===== src/hw/rtl/u8san_pkg.sv =====
`default_nettype none
// ----------------------------------------------------------------------------
// u8san_pkg: shared types and constants of the UTF-8 stream sanitizer
// Payload structs, controller states, datapath commands and byte classing.
// ----------------------------------------------------------------------------
package u8san_pkg;

  localparam logic [7:0] REPL_B0 = 8'hEF;
  localparam logic [7:0] REPL_B1 = 8'hBF;
  localparam logic [7:0] REPL_B2 = 8'hBD;

  localparam logic [1:0] REPL_LAST = 2'd2;

  typedef struct packed {
    logic [7:0] in_byte;
    logic       final_byte;
  } in_t;

  typedef struct packed {
    logic [7:0] out_byte;
    logic       byte_valid;
    logic       run_last;
    logic       string_end;
  } out_t;

  typedef enum logic [1:0] {
    ST_IDLE,
    ST_SCAN,
    ST_PASS,
    ST_REPL
  } state_t;

  typedef enum logic [2:0] {
    OP_NONE,
    OP_LOAD,
    OP_PUSH_HEAD,
    OP_PUSH_REPL,
    OP_DROP_HEAD,
    OP_FLUSH
  } op_t;

  typedef struct packed {
    op_t        op;
    logic [1:0] repl_idx;
  } cmd_t;

  typedef struct packed {
    logic [2:0] count;
    logic [2:0] head_len;
    logic       cont_ok;
    logic       can_push;
    logic       out_free;
    logic       pend_valid;
    logic       fin;
  } status_t;

  function automatic logic [2:0] seq_len(input logic [7:0] c);
    logic [2:0] len;
    len = 3'd0;
    if (c[7] == 1'b0) begin
      len = 3'd1;
    end else if (c[7:5] == 3'b110) begin
      len = 3'd2;
    end else if (c[7:4] == 4'b1110) begin
      len = 3'd3;
    end else if (c[7:3] == 5'b11110) begin
      len = 3'd4;
    end
    return len;
  endfunction

  function automatic logic [7:0] repl_byte(input logic [1:0] idx);
    logic [7:0] b;
    case (idx)
      2'd0:    b = REPL_B0;
      2'd1:    b = REPL_B1;
      default: b = REPL_B2;
    endcase
    return b;
  endfunction

endpackage
`default_nettype wire


===== src/hw/rtl/utf8_stream_sanitizer.sv =====
`default_nettype none
// ----------------------------------------------------------------------------
// utf8_stream_sanitizer: byte-serial UTF-8 cleanup with U+FFFD replacement
// Input transactions carry one raw byte and a flag on the last byte of a
// string. Output transactions carry one cleaned byte each, with byte_valid,
// run_last (last result of the input transaction) and string_end (results
// of the final byte). A final byte that yields no data gives one empty
// marker with byte_valid low. Valid lead/continuation runs pass unchanged;
// bad leads become EF BF BD and the bytes after them are scanned again; an
// incomplete tail at the end of a string is dropped.
// An input transaction is taken only while the controller is idle. After
// acceptance the controller takes one step per output byte produced and
// one step per sequence examined (a bad lead is dropped in the step that
// examines it), plus a closing step. The last result leaves through the
// output register in the cycle after the closing step. A stalled receiver
// holds the output register and the controller waits on it; nothing is
// lost. Synchronous reset empties the hold buffer and the output register.
// ----------------------------------------------------------------------------
module utf8_stream_sanitizer (
  input  wire              clk,
  input  wire              rst,
  input  wire              in_valid,
  output logic             in_ready,
  input  u8san_pkg::in_t   in_data,
  output logic             out_valid,
  input  wire              out_ready,
  output u8san_pkg::out_t  out_data
);

  u8san_pkg::cmd_t    cmd;
  u8san_pkg::status_t status;

  u8san_ctrl u_ctrl (
    .clk      (clk),
    .rst      (rst),
    .in_valid (in_valid),
    .in_ready (in_ready),
    .status   (status),
    .cmd      (cmd)
  );

  u8san_dp u_dp (
    .clk       (clk),
    .rst       (rst),
    .cmd       (cmd),
    .in_data   (in_data),
    .status    (status),
    .out_valid (out_valid),
    .out_ready (out_ready),
    .out_data  (out_data)
  );

endmodule
`default_nettype wire


===== src/hw/rtl/u8san_ctrl.sv =====
`default_nettype none
// ----------------------------------------------------------------------------
// u8san_ctrl: sequencing of the sanitizer
// Accepts a byte, then walks the held sequence one output byte per cycle while the datapath can take a push.
// ----------------------------------------------------------------------------
module u8san_ctrl (
  input  wire                 clk,
  input  wire                 rst,
  input  wire                 in_valid,
  output logic                in_ready,
  input  u8san_pkg::status_t  status,
  output u8san_pkg::cmd_t     cmd
);

  u8san_pkg::state_t state;
  u8san_pkg::state_t state_next;
  logic [1:0]        step;
  logic [1:0]        step_next;
  logic              scan_done;
  logic              need_out;

  always_ff @(posedge clk) begin
    if (rst) begin
      state <= u8san_pkg::ST_IDLE;
      step  <= 2'd0;
    end else begin
      state <= state_next;
      step  <= step_next;
    end
  end

  assign scan_done = (status.count == 3'd0) ||
                     ((status.head_len != 3'd0) && (status.count < status.head_len));
  assign need_out  = status.pend_valid || status.fin;

  always_comb begin
    state_next   = state;
    step_next    = step;
    in_ready     = 1'b0;
    cmd.op       = u8san_pkg::OP_NONE;
    cmd.repl_idx = step;
    case (state)
      u8san_pkg::ST_IDLE: begin
        in_ready = 1'b1;
        if (in_valid) begin
          cmd.op     = u8san_pkg::OP_LOAD;
          state_next = u8san_pkg::ST_SCAN;
        end
      end
      u8san_pkg::ST_SCAN: begin
        if (scan_done) begin
          if (!need_out || status.out_free) begin
            cmd.op     = u8san_pkg::OP_FLUSH;
            state_next = u8san_pkg::ST_IDLE;
          end
        end else if ((status.head_len == 3'd0) || !status.cont_ok) begin
          cmd.op     = u8san_pkg::OP_DROP_HEAD;
          step_next  = 2'd0;
          state_next = u8san_pkg::ST_REPL;
        end else begin
          step_next  = status.head_len[1:0] - 2'd1;
          state_next = u8san_pkg::ST_PASS;
        end
      end
      u8san_pkg::ST_PASS: begin
        if (status.can_push) begin
          cmd.op = u8san_pkg::OP_PUSH_HEAD;
          if (step == 2'd0) begin
            state_next = u8san_pkg::ST_SCAN;
          end else begin
            step_next = step - 2'd1;
          end
        end
      end
      u8san_pkg::ST_REPL: begin
        if (status.can_push) begin
          cmd.op = u8san_pkg::OP_PUSH_REPL;
          if (step == u8san_pkg::REPL_LAST) begin
            state_next = u8san_pkg::ST_SCAN;
          end else begin
            step_next = step + 2'd1;
          end
        end
      end
      default: begin
        state_next = u8san_pkg::ST_IDLE;
      end
    endcase
  end

endmodule
`default_nettype wire


===== src/hw/rtl/u8san_dp.sv =====
`default_nettype none
// ----------------------------------------------------------------------------
// u8san_dp: hold buffer, pending byte and output register
// The pending byte is kept back one step so that the last byte of a
// transaction's results can be marked once the scan is over.
// ----------------------------------------------------------------------------
module u8san_dp (
  input  wire                 clk,
  input  wire                 rst,
  input  u8san_pkg::cmd_t     cmd,
  input  u8san_pkg::in_t      in_data,
  output u8san_pkg::status_t  status,
  output logic                out_valid,
  input  wire                 out_ready,
  output u8san_pkg::out_t     out_data
);

  logic [7:0] held [4];
  logic [2:0] count;
  logic       fin;
  logic [7:0] pend_byte;
  logic       pend_valid;
  logic       out_free;
  logic       cont_ok;
  logic [2:0] head_len;
  logic       push;
  logic [7:0] push_byte;
  logic       out_load;

  assign head_len = u8san_pkg::seq_len(held[0]);
  assign out_free = !out_valid || out_ready;

  always_comb begin
    cont_ok = 1'b1;
    for (int j = 1; j < 4; j++) begin
      if ((3'(j) < head_len) && (held[j][7:6] != 2'b10)) begin
        cont_ok = 1'b0;
      end
    end
  end

  assign push      = (cmd.op == u8san_pkg::OP_PUSH_HEAD) ||
                     (cmd.op == u8san_pkg::OP_PUSH_REPL);
  assign push_byte = (cmd.op == u8san_pkg::OP_PUSH_HEAD) ? held[0]
                                                        : u8san_pkg::repl_byte(cmd.repl_idx);
  assign out_load  = (push && pend_valid) ||
                     ((cmd.op == u8san_pkg::OP_FLUSH) && (pend_valid || fin));

  always_comb begin
    status.count      = count;
    status.head_len   = head_len;
    status.cont_ok    = cont_ok;
    status.can_push   = !pend_valid || out_free;
    status.out_free   = out_free;
    status.pend_valid = pend_valid;
    status.fin        = fin;
  end

  always_ff @(posedge clk) begin
    if (rst) begin
      count      <= 3'd0;
      fin        <= 1'b0;
      pend_valid <= 1'b0;
      out_valid  <= 1'b0;
    end else begin
      if (out_load) begin
        out_valid <= 1'b1;
      end else if (out_ready) begin
        out_valid <= 1'b0;
      end
      case (cmd.op)
        u8san_pkg::OP_LOAD: begin
          held[count[1:0]] <= in_data.in_byte;
          count            <= count + 3'd1;
          fin              <= in_data.final_byte;
        end
        u8san_pkg::OP_PUSH_HEAD, u8san_pkg::OP_PUSH_REPL: begin
          if (cmd.op == u8san_pkg::OP_PUSH_HEAD) begin
            for (int i = 0; i < 3; i++) begin
              held[i] <= held[i+1];
            end
            count <= count - 3'd1;
          end
          if (pend_valid) begin
            out_data.out_byte   <= pend_byte;
            out_data.byte_valid <= 1'b1;
            out_data.run_last   <= 1'b0;
            out_data.string_end <= fin;
          end
          pend_byte  <= push_byte;
          pend_valid <= 1'b1;
        end
        u8san_pkg::OP_DROP_HEAD: begin
          for (int i = 0; i < 3; i++) begin
            held[i] <= held[i+1];
          end
          count <= count - 3'd1;
        end
        u8san_pkg::OP_FLUSH: begin
          if (pend_valid) begin
            out_data.out_byte   <= pend_byte;
            out_data.byte_valid <= 1'b1;
            out_data.run_last   <= 1'b1;
            out_data.string_end <= fin;
          end else if (fin) begin
            out_data.out_byte   <= 8'h00;
            out_data.byte_valid <= 1'b0;
            out_data.run_last   <= 1'b1;
            out_data.string_end <= 1'b1;
          end
          pend_valid <= 1'b0;
          if (fin) begin
            count <= 3'd0;
          end
        end
        default: begin
        end
      endcase
    end
  end

endmodule
`default_nettype wire

===== config.mk =====
export PLATFORM = sky130hd
export DESIGN_NAME = utf8_stream_sanitizer
export DESIGN_NICKNAME = d
export VERILOG_FILES = /design/src/hw/rtl/u8san_pkg.sv /design/src/hw/rtl/utf8_stream_sanitizer.sv /design/src/hw/rtl/u8san_ctrl.sv /design/src/hw/rtl/u8san_dp.sv
export SDC_FILE = /design/constraint.sdc
export NUM_CORES = 1
export LEC_CHECK = 0
export BUFFER_PORTS_ARGS = -buffer_cell sky130_fd_sc_hd__buf_2
export CAP_MARGIN = 20
export CORE_MARGIN = 1.5
export CORE_UTILIZATION = 51
export DETAILED_ROUTE_END_ITERATION = 8
export GPL_TIMING_DRIVEN = 0
export PLACE_DENSITY = 0.7
export SLEW_MARGIN = 20
export SYNTH_ARGS = -nofsm -noshare
export SYNTH_HDL_FRONTEND = slang
export SYNTH_HIERARCHICAL = 1
export SYNTH_SLANG_ARGS = --single-unit
export TNS_END_PERCENT = 5

===== constraint.sdc =====
create_clock -name clk -period 4.57 [get_ports clk]
set_clock_uncertainty 0.15 [all_clocks]
set_input_delay 0.6855 -clock clk [delete_from_list [all_inputs] [get_ports clk]]
set_output_delay 0.6855 -clock clk [all_outputs]
set_load 0.01 [all_outputs]

==> impl_metrics.tcl, run 1 <==
set metrics [dict create \
    max_freq_ghz 0.249 \
    worstPathMaxFanout 8 \
    endpoint_kind "register" \
    synth_area_leaders "edfxtp_1 (52%), nand2_1 (8.1%), dfxtp_1 (6.7%)" \
    pin_count 26 \
    cap_violations 0 \
    worstHoldPathCells 1 \
    synth.mux.area_fraction 0.00379 \
    seqPwrFrac 0.416 \
    drc 0 \
    critical_path_class "reg2reg" \
    first_iter_violations 173 \
    setup_viol 0 \
    synth-compound-area-share 0.104 \
    synth-simple-area-share 0.233 \
    rsz0062_at_grt "false" \
    crit_path_start_kind "register" \
    hold_start "u_dp/held[0][2]$_DFFE_PP_" \
    vias 2146 \
    ctsHoldBuffers 0 \
    syn_nets 303 \
    max_slew_margin 0.464 \
    antenna_cells 0 \
    yosys.area_share.adder 0.0194 \
    r2r_start "u_dp/held[0][5]$_DFFE_PP_" \
    pwr-share-clk 0.209 \
    postCtsSetupBuffers 0 \
    yosysUniqueCellTypes 50 \
    path_clk_slew_ps 60 \
    grt_remaining_overflow 0 \
    drtPass1Iterations 4 \
    regToRegSetupSlack_ps 560 \
    antenna_found_initial 0 \
    post-route-period-util 0.879 \
    cp_data_required_time_ps 4390 \
    htree_levels 3 \
    cts_buffers 9 \
    core_um2 5570 \
    rr_worst_depth 12 \
    track_usage 0.202 \
    synth_cells 286 \
    slew_violations 0 \
    grt_pass1_vias 2075 \
    synth-xor-area-share 0.00842 \
    cts-root-buf "clkbuf_8" \
    avgSynthCellArea_um2 10.4 \
    async_flop_share 0 \
    nets 340 \
    synth_top_family_by_area "simple AND/OR/NAND/NOR gates" \
    fin_crit_ps 4010 \
    synthFlopType "edfxtp_1" \
    vdd_ir_drop_max_mv 0.275 \
    dieHeight_um 79.4 \
    status "finished, final reports clean" \
    cts_tree "yes" \
    port_buffers 25 \
    rr_endpoint "u_dp/held[2][7]$_DFFE_PP_" \
    hold_path_end "u_dp/pend_byte[2]$_SDFFCE_PP1P_" \
    power.total_uw 1900 \
    synth_warnings 6 \
    drtAntennaViolNets 0 \
    clockBufferDepth 2 \
    die_area_um2 6300 \
    grt_pass1_wl_um 9430 \
    p_leak_uw 0.00128 \
    crit_arrival_ps 3830 \
    routedWlPerCell_um 14.4 \
    synth_top_area_cell "edfxtp_1" \
    start_util 0.533 \
    intPower_uw 1200 \
    comb_power_share 0.375 \
    post-dp-hpwl_um 4060 \
    cts.repair.resized 0 \
    wl_um 5750 \
    finalHoldViolCount 0 \
    grt_max_degree 12 \
    yosysSeqAreaShare 0.582 \
    yosysTopAreaCellShare 0.515 \
    ys_ff_latch 61 \
    power.switching_uw 701 \
    fill_cells 489 \
    powerDensity_nw_per_um2 565 \
    gp_congestion 0.853 \
    cts_sinks 61 \
    avgViaCountPerCell 5.37 \
    tightest_slew_ps 804 \
    syn2layout_area_growth_pct 13.3 \
    die_w_um 79.4 \
    clk_latency_ps 330 \
    min_path_type "reg2reg" \
    drive_above_1_share 0.186 \
    rows 27 \
    netlist_area_um2 2970 \
    p_sw_frac 0.368 \
    synth_edf_count 51 \
    fin_setup_tns_ps 0 \
]
[registers in the layout (all words and copies together) (netlist names)]
name             count
u_dp/count           3
u_ctrl/state         2
u_dp/held           32
u_dp/pend_valid      1
u_dp/out_valid       1
u_dp/out_data       11
u_dp/fin             1
u_dp/pend_byte       8
u_ctrl/step          2
[per-layer routing]
| layer | GRT usage | vias up | part of all wire |
|---|---|---|---|
| met5 | 0 | - | 0 |
| met4 | 0.100 | 0 | 0.0092 |
| met3 | 0.0437 | 6 | 0.044 |
| met2 | 0.331 | 53 | 0.49 |
| met1 | 0.252 | 1011 | 0.45 |
| li1 | - | 1076 | - |
[layout make-up]
type | count | area, µm² | area share
clock buffers | 12 | 135 | 0.0401
clock inverters | 4 | 25.0 | 0.00743
plain buffers | 16 | 93.8 | 0.0278
repair buffers | 26 | 130 | 0.0386
flip-flops and latches | 61 | 1730 | 0.514
multi-input cells | 195 | 1110 | 0.330
well taps | 72 | 90.1 | 0.0267
inverters | 14 | 52.6 | 0.0156
[critical path, stage by stage (launching register included)]
cell and delay, ps:
edfxtp_1 440, nand2_1 80, nor3_1 460, inv_1 100
ha_1 320, a21oi_1 230, o211ai_2 160, a21o_1 210
a31oi_1 280, nand2b_1 200, or3_1 340, a21o_1 190
a21oi_2 480
[power by group through the flow]
stage | sequential, µW | combinational [µW] | clock [µW]
2_1_floorplan | 787 | 548 | 0
3_3_place_gp | 802 | 677 | 0
3_5_place_dp | 804 | 700 | 0
4_1_cts | 792 | 708 | 409
5_1_grt | 804 | 797 | 430
6_report | 792 | 713 | 399
[cells in the final DEF (no fill, tap or decap), types with 2 or more instances in the layout]
cell type / synthesis / layout
a211oi_1: 3 / 3
buf_2: 6 / 32
nand2_1: 64 / 64
a31oi_1: 4 / 4
nor3b_1: 2 / 2
buf_4: 5 / 5
nand3b_1: 4 / 4
clkbuf_8: 0 / 9
nor2_1: 17 / 16
o22ai_1: 2 / 2
o21ai_0: 7 / 7
o21ai_1: 2 / 2
a21o_1: 4 / 4
o31ai_1: 2 / 2
nand2b_1: 7 / 7
a21oi_2: 0 / 2
nor3_1: 5 / 5
inv_1: 14 / 14
nor4_1: 4 / 3
clkinvlp_4: 0 / 2
dfxtp_1: 10 / 10
ha_1: 3 / 3
edfxtp_1: 51 / 51
clkinv_2: 0 / 2
nand3_1: 4 / 4
nor2_2: 1 / 2
or3_1: 8 / 8
clkbuf_1: 4 / 7
a21oi_1: 11 / 9
o21bai_1: 2 / 2
nor2b_1: 17 / 17
[how the worst max path moves through the flow]
stage                                          from                   endpoint  slack (ps)  cells after the start
after detailed placement  u_dp/held[0][5]$_DFFE_PP_  u_dp/held[2][5]$_DFFE_PP_         240                     12
after global placement    u_dp/held[0][5]$_DFFE_PP_  u_dp/held[3][2]$_DFFE_PP_           4                     10
after global routing      u_dp/held[0][5]$_DFFE_PP_  u_dp/held[2][6]$_DFFE_PP_         180                     12
final                     u_dp/held[0][5]$_DFFE_PP_  u_dp/held[2][7]$_DFFE_PP_         560                     12
after floorplan           u_dp/held[0][5]$_DFFE_PP_  u_dp/held[2][0]$_DFFE_PP_        1070                     12
after CTS                 u_dp/held[0][5]$_DFFE_PP_  u_dp/held[2][6]$_DFFE_PP_         210                     12
[cell usage after synthesis, types with 3 or more instances]
cell type and instances:
o21ai_0 7, inv_1 14, buf_4 5, a21oi_1 11, nor3_1 5, edfxtp_1 51, dfxtp_1 10, nor2_1 17
clkbuf_1 4, a31oi_1 4, ha_1 3, a21o_1 4, buf_2 6, nand3_1 4, nand2_1 64, nor4_1 4
a211oi_1 3, nor2b_1 17, or3_1 8, nand2b_1 7, nand3b_1 4
[logic make-up after synthesis]
family          after synthesis
simple gates                141
flops                        61
compound gates               47
buf+inv                      30
fa+ha+maj                     4
xor+xnor                      2
mux                           1
[through the flow]
stage | hold WS, ps | setup WS, ps | area [µm²] | cells | util
after floorplan | 331 | 1070 | 2970 | 286 | -
after detailed placement | 337 | 238 | 3200 | 384 | 0.574
after global placement | 335 | 4.36 | 3190 | 383 | 0.572
final | 352 | 555 | 3370 | 400 | 0.604
after CTS | 354 | 208 | 3360 | 400 | 0.603
after global routing | 383 | 184 | 3370 | 400 | 0.604
Note: power is estimated with default switching activity, not from simulation.
==> run 2, diff against run 1 <==
CAP_MARGIN = 15   (was 20)
CELL_PAD_IN_SITES_DETAIL_PLACEMENT = 0   (was unset)
CELL_PAD_IN_SITES_GLOBAL_PLACEMENT = 1   (was unset)
CORE_UTILIZATION = 47   (was 51)
PLACE_DENSITY = 0.77   (was 0.7)
==> run 2 against run 1 <==
- utilization fell by 3.7 points
- register-to-register slack got worse by 20 ps
- worst setup slack got worse by 15 ps
- final cell count rose by 0.50%
- global-route usage fell by 0.24 points
- sequential power rose by 0.5%
- critical endpoint is now u_dp/held[2][5]$_DFFE_PP_
- largest power group unchanged
- highest routed layer unchanged
==> impl_metrics.tcl, run 2 (synthesized netlist as in run 1, its figures left out) <==
set metrics [dict create \
    setup_viol 0 \
    multi_input_area_um2 1110 \
    cap_violations 0 \
    status "finished, final reports clean" \
    critical_path.max_stage_delay_ps 490 \
    drc 0 \
    gp_congestion 0.831 \
    path_clk_slew_ps 70 \
    ctsHoldBuffers 0 \
    fin_setup_tns_ps 0 \
    crit_path_start_kind "register" \
    htree_levels 3 \
    crit_chain "nand2_1 -> nor3_1 -> inv_1 -> ha_1 -> a21oi_1 -> o211ai_2 -> a21o_1 -> a31oi_1 -> nand2b_1 -> or3_1 -> a21o_1 -> a21oi_2" \
    drtPass1Iterations 4 \
    powerDensity_nw_per_um2 589 \
    grt_pass1_vias 2000 \
    wl_um 5940 \
    track_usage 0.199 \
    critical_path_class "reg2reg" \
    drtAntennaViolNets 0 \
    clockBufferDepth 2 \
    antenna_found_initial 0 \
    reg_top3 "u_dp/held x32, u_dp/out_data x11, u_dp/pend_byte x8" \
    core_um2 6030 \
    avgViaCountPerCell 5.29 \
    final_common_cell "nand2_1" \
    pin_count 26 \
    grt_remaining_overflow 0 \
    nets 340 \
    largest_reg_flops 32 \
    first_iter_violations 137 \
    routedWlPerCell_um 14.8 \
    die_w_um 82.5 \
    endpoint_kind "register" \
    pre_cts_slack_ps 243 \
    fin_crit_ps 4030 \
    max_freq_ghz 0.248 \
    cts_sinks 61 \
    cpLargestDelayFamily "compound AO/OA/AOI/OAI gates" \
    slew_violations 0 \
    path_buf_inv 1 \
    die_area_um2 6810 \
    port_buffers 25 \
    fill_cells 548 \
    syn2layout_area_growth_pct 14.9 \
    vias 2126 \
    cts_tree "yes" \
    cts-root-buf "clkbuf_8" \
    crit_slowest_cell "a21oi_2" \
    fin_ws_ps 540 \
    finalHoldViolCount 0 \
    post-route-period-util 0.882 \
    post-dp-hpwl_um 4230 \
    grt_pass1_wl_um 9660 \
    cpMostUsedCell "a21o_1" \
    drive_above_1_share 0.183 \
    vdd_ir_drop_max_mv 0.247 \
    antenna_cells 0 \
    largest_register "u_dp/held" \
    clk_latency_ps 330 \
    crit_arrival_ps 3840 \
    tightest_slew_ps 790 \
    seq_area_um2 1730 \
    p_leak_uw 0.00130 \
    grt_max_degree 12 \
    min_path_type "reg2reg" \
    worstPathMaxFanout 8 \
    final_cell_mix "nand2_1 (64), edfxtp_1 (51), buf_2 (32)" \
    dieHeight_um 82.5 \
    rsz0062_at_grt "false" \
    max_slew_margin 0.473 \
    rows 28 \
    cts_buffers 9 \
    final_util 0.567 \
    start_util 0.493 \
    cp_data_required_time_ps 4380 \
]
-- run 2: changes by cell type in the layout (fill, tap and decap cells not counted), sizes merged --
cell / delta
clkinvlp: -2
clkbuf: -2
bufinv: +2
clkinv: +1
-- run 2: power breakdown --
group / switching (µW) / leakage [µW] / internal (µW)
sequential: 59.3 / 0.000538 / 736
clock: 202 / 0.000101 / 301
combinational: 445 / 0.000664 / 270
total: 706 / 0.00130 / 1310
-- run 2: path summary, 6_finish.rpt --
| path | from | end | slack [ps] | cells past startpoint |
|---|---|---|---|---|
| setup / recovery | u_dp/held[0][5]$_DFFE_PP_ | u_dp/held[2][5]$_DFFE_PP_ | 540 | 12 |
| hold / removal | u_dp/held[0][2]$_DFFE_PP_ | u_dp/pend_byte[2]$_SDFFCE_PP1P_ | 350 | 1 |
| setup reg to reg | u_dp/held[0][5]$_DFFE_PP_ | u_dp/held[2][5]$_DFFE_PP_ | 540 | 12 |
| hold reg to reg | u_dp/held[0][2]$_DFFE_PP_ | u_dp/pend_byte[2]$_SDFFCE_PP1P_ | 350 | 1 |
-- run 2: layout make-up --
cell class | instances | share of cell area
Clock buffer | 10 | 0.0373
Buffer | 16 | 0.0275
Clock inverter | 5 | 0.0223
Sequential cell | 61 | 0.507
Timing Repair Buffer | 26 | 0.0381
Inverter | 14 | 0.0154
Multi-Input combinational cell | 195 | 0.325
Tap cell | 75 | 0.0275
-- run 2: through the flow --
| stage | power, µW | instance area [µm²] | hold slack (ps) | cells |
|---|---|---|---|---|
| after floorplan | 1330 | 2970 | 331 | 286 |
| after global placement | 1490 | 3190 | 337 | 386 |
| after detailed placement | 1510 | 3200 | 339 | 387 |
| after CTS | 2020 | 3410 | 354 | 402 |
| after global routing | 2160 | 3420 | 375 | 402 |
| final | 2010 | 3420 | 349 | 402 |
-- run 2: metal layers --
metal  part of all wire  global-route usage
met2               0.45               0.309
met1               0.49               0.267
met3              0.039              0.0396
met5                  0                   0
met4              0.017              0.0950
-- run 2: repair_timing --
| action | in CTS | in global routing |
|---|---|---|
| buffers inserted | 0 | 0 |
| endpoints found under the setup margin | 0 | 27 |
| resized for setup | 0 | 3 |
==> run 3, diff against run 2 <==
CORE_ASPECT_RATIO = 1.1   (was unset)
MAX_ROUTING_LAYER = met4   (was unset)
==> run 3 against run 2 <==
- fmax is 4.0% lower
- non-clock buffer count stayed put
- first-iteration DRC count is 16% higher
- critical path type unchanged
- wire length is 4.6% lower
- largest power group unchanged
- critical endpoint is now u_dp/held[1][5]$_DFFE_PP_
- global-route usage is 1.4 points lower
- via count is 1.1% lower
- total power is 0.87% lower
==> impl_metrics.tcl, run 3 (synthesized netlist as in run 1, its figures left out) <==
set metrics [dict create \
    grt_pass1_vias 1853 \
    vdd_ir_drop_max_mv 0.452 \
    pin_count 26 \
    core_um2 6160 \
    htree_levels 3 \
    largest_reg_flops 32 \
    die_w_um 78.8 \
    vias 2103 \
    start_util 0.483 \
    critical_path_class "reg2reg" \
    endpoint_kind "register" \
    path_clk_slew_ps 60 \
    regToRegSetupSlack_ps 370 \
    postCtsSetupBuffers 0 \
    port_buffers 25 \
    gp_congestion 0.853 \
    avgViaCountPerCell 5.17 \
    status "finished, final reports clean" \
    pre_cts_slack_ps 266 \
    routedWlPerCell_um 13.9 \
    reg_top3 "u_dp/held x32, u_dp/out_data x11, u_dp/pend_byte x8" \
    cp_data_required_time_ps 4370 \
    rows 30 \
    grt_pass1_wl_um 9180 \
    post-route-period-util 0.919 \
    clk_latency_ps 330 \
    tightest_slew_ps 858 \
    cap_violations 0 \
    final_common_cell "nand2_1" \
    clockBufferDepth 2 \
    fin_crit_ps 4200 \
    p_leak_uw 0.00130 \
    die_area_um2 6810 \
    rsz0062_at_grt "false" \
    syn2layout_area_growth_pct 15.0 \
    critical_path.max_stage_delay_ps 680 \
    antenna_found_initial 0 \
    dieHeight_um 86.4 \
    cpLargestDelayFamily "compound AO/OA/AOI/OAI gates" \
    cts_tree "yes" \
    path_buf_inv 1 \
    grt_remaining_overflow 0 \
    drc 0 \
    slew_violations 0 \
    crit_chain "nand2_1 -> nor3_1 -> inv_1 -> ha_1 -> a21oi_1 -> o211ai_2 -> a21o_1 -> a31oi_1 -> nand2b_1 -> or3_1 -> a21o_1 -> a21oi_1" \
    final_util 0.555 \
    antenna_cells 0 \
    drtPass1Iterations 5 \
    hold_ws_ps 365 \
    min_path_type "reg2reg" \
    crit_slowest_cell "a21oi_1" \
    cts_buffers 9 \
    drtAntennaViolNets 0 \
    fin_ws_ps 371 \
    ctsHoldBuffers 0 \
    wl_um 5670 \
    fin_cells 407 \
    drive_above_1_share 0.177 \
    crit_path_start_kind "register" \
    final_cell_mix "nand2_1 (64), edfxtp_1 (51), buf_2 (31)" \
    first_iter_violations 159 \
    fin_setup_tns_ps 0 \
    cts_sinks 61 \
    post-dp-hpwl_um 4100 \
    largest_register "u_dp/held" \
    grt_max_degree 12 \
    powerDensity_nw_per_um2 584 \
    max_slew_margin 0.428 \
    cts.repair.resized 0 \
    dp.cells 392 \
    cts-root-buf "clkbuf_8" \
    fill_cells 549 \
    track_usage 0.185 \
    finalHoldViolCount 0 \
    max_freq_ghz 0.238 \
    crit_arrival_ps 4000 \
    worstPathMaxFanout 8 \
    nets 340 \
    setup_viol 0 \
]
==> run 3: path summary, 6_finish.rpt <==
check | startpoint | to | depth (start not counted)
min | u_dp/held[0][0]$_DFFE_PP_ | u_dp/pend_byte[0]$_SDFFCE_PP1P_ | 1
max reg2reg | u_dp/held[0][5]$_DFFE_PP_ | u_dp/held[1][5]$_DFFE_PP_ | 12
max | u_dp/held[0][5]$_DFFE_PP_ | u_dp/held[1][5]$_DFFE_PP_ | 12
min reg2reg | u_dp/held[0][0]$_DFFE_PP_ | u_dp/pend_byte[0]$_SDFFCE_PP1P_ | 1
==> run 3: metal layers <==
| layer | GRT usage | up-vias | wire length, µm | share of wire |
|---|---|---|---|---|
| li1 | - | 1075 | - | - |
| met1 | 0.233 | 958 | 2620 | 0.46 |
| met2 | 0.292 | 62 | 2710 | 0.48 |
| met3 | 0.0389 | 8 | 246 | 0.043 |
| met4 | 0.0766 | 0 | 90 | 0.016 |
| met5 | - | - | 0 | 0 |
==> run 3: layout make-up <==
type	instances	area [µm²]	share of cell area
multi-input combinational	195	1100	0.323
clock buffer	9	124	0.0362
inverter	14	52.6	0.0154
clock inverter	6	78.8	0.0231
buffer	16	93.8	0.0275
timing repair buffer	26	133	0.0388
tap	80	100	0.0293
sequential	61	1730	0.507
==> run 3: metrics by stage <==
stage                     power [µW]  area, µm²
after global routing            2130       3420
final                           2000       3420
after global placement          1490       3200
after detailed placement        1510       3210
after CTS                       2000       3410
after floorplan                 1330       2970
==> run 3: power by group <==
part           switching [µW]  leakage [µW]  total [µW]  internal, µW
Clock                     195     0.0000978         493           298
Sequential               61.6      0.000538         799           737
Combinational             435      0.000664         705           271
Total                     691       0.00130        2000          1310
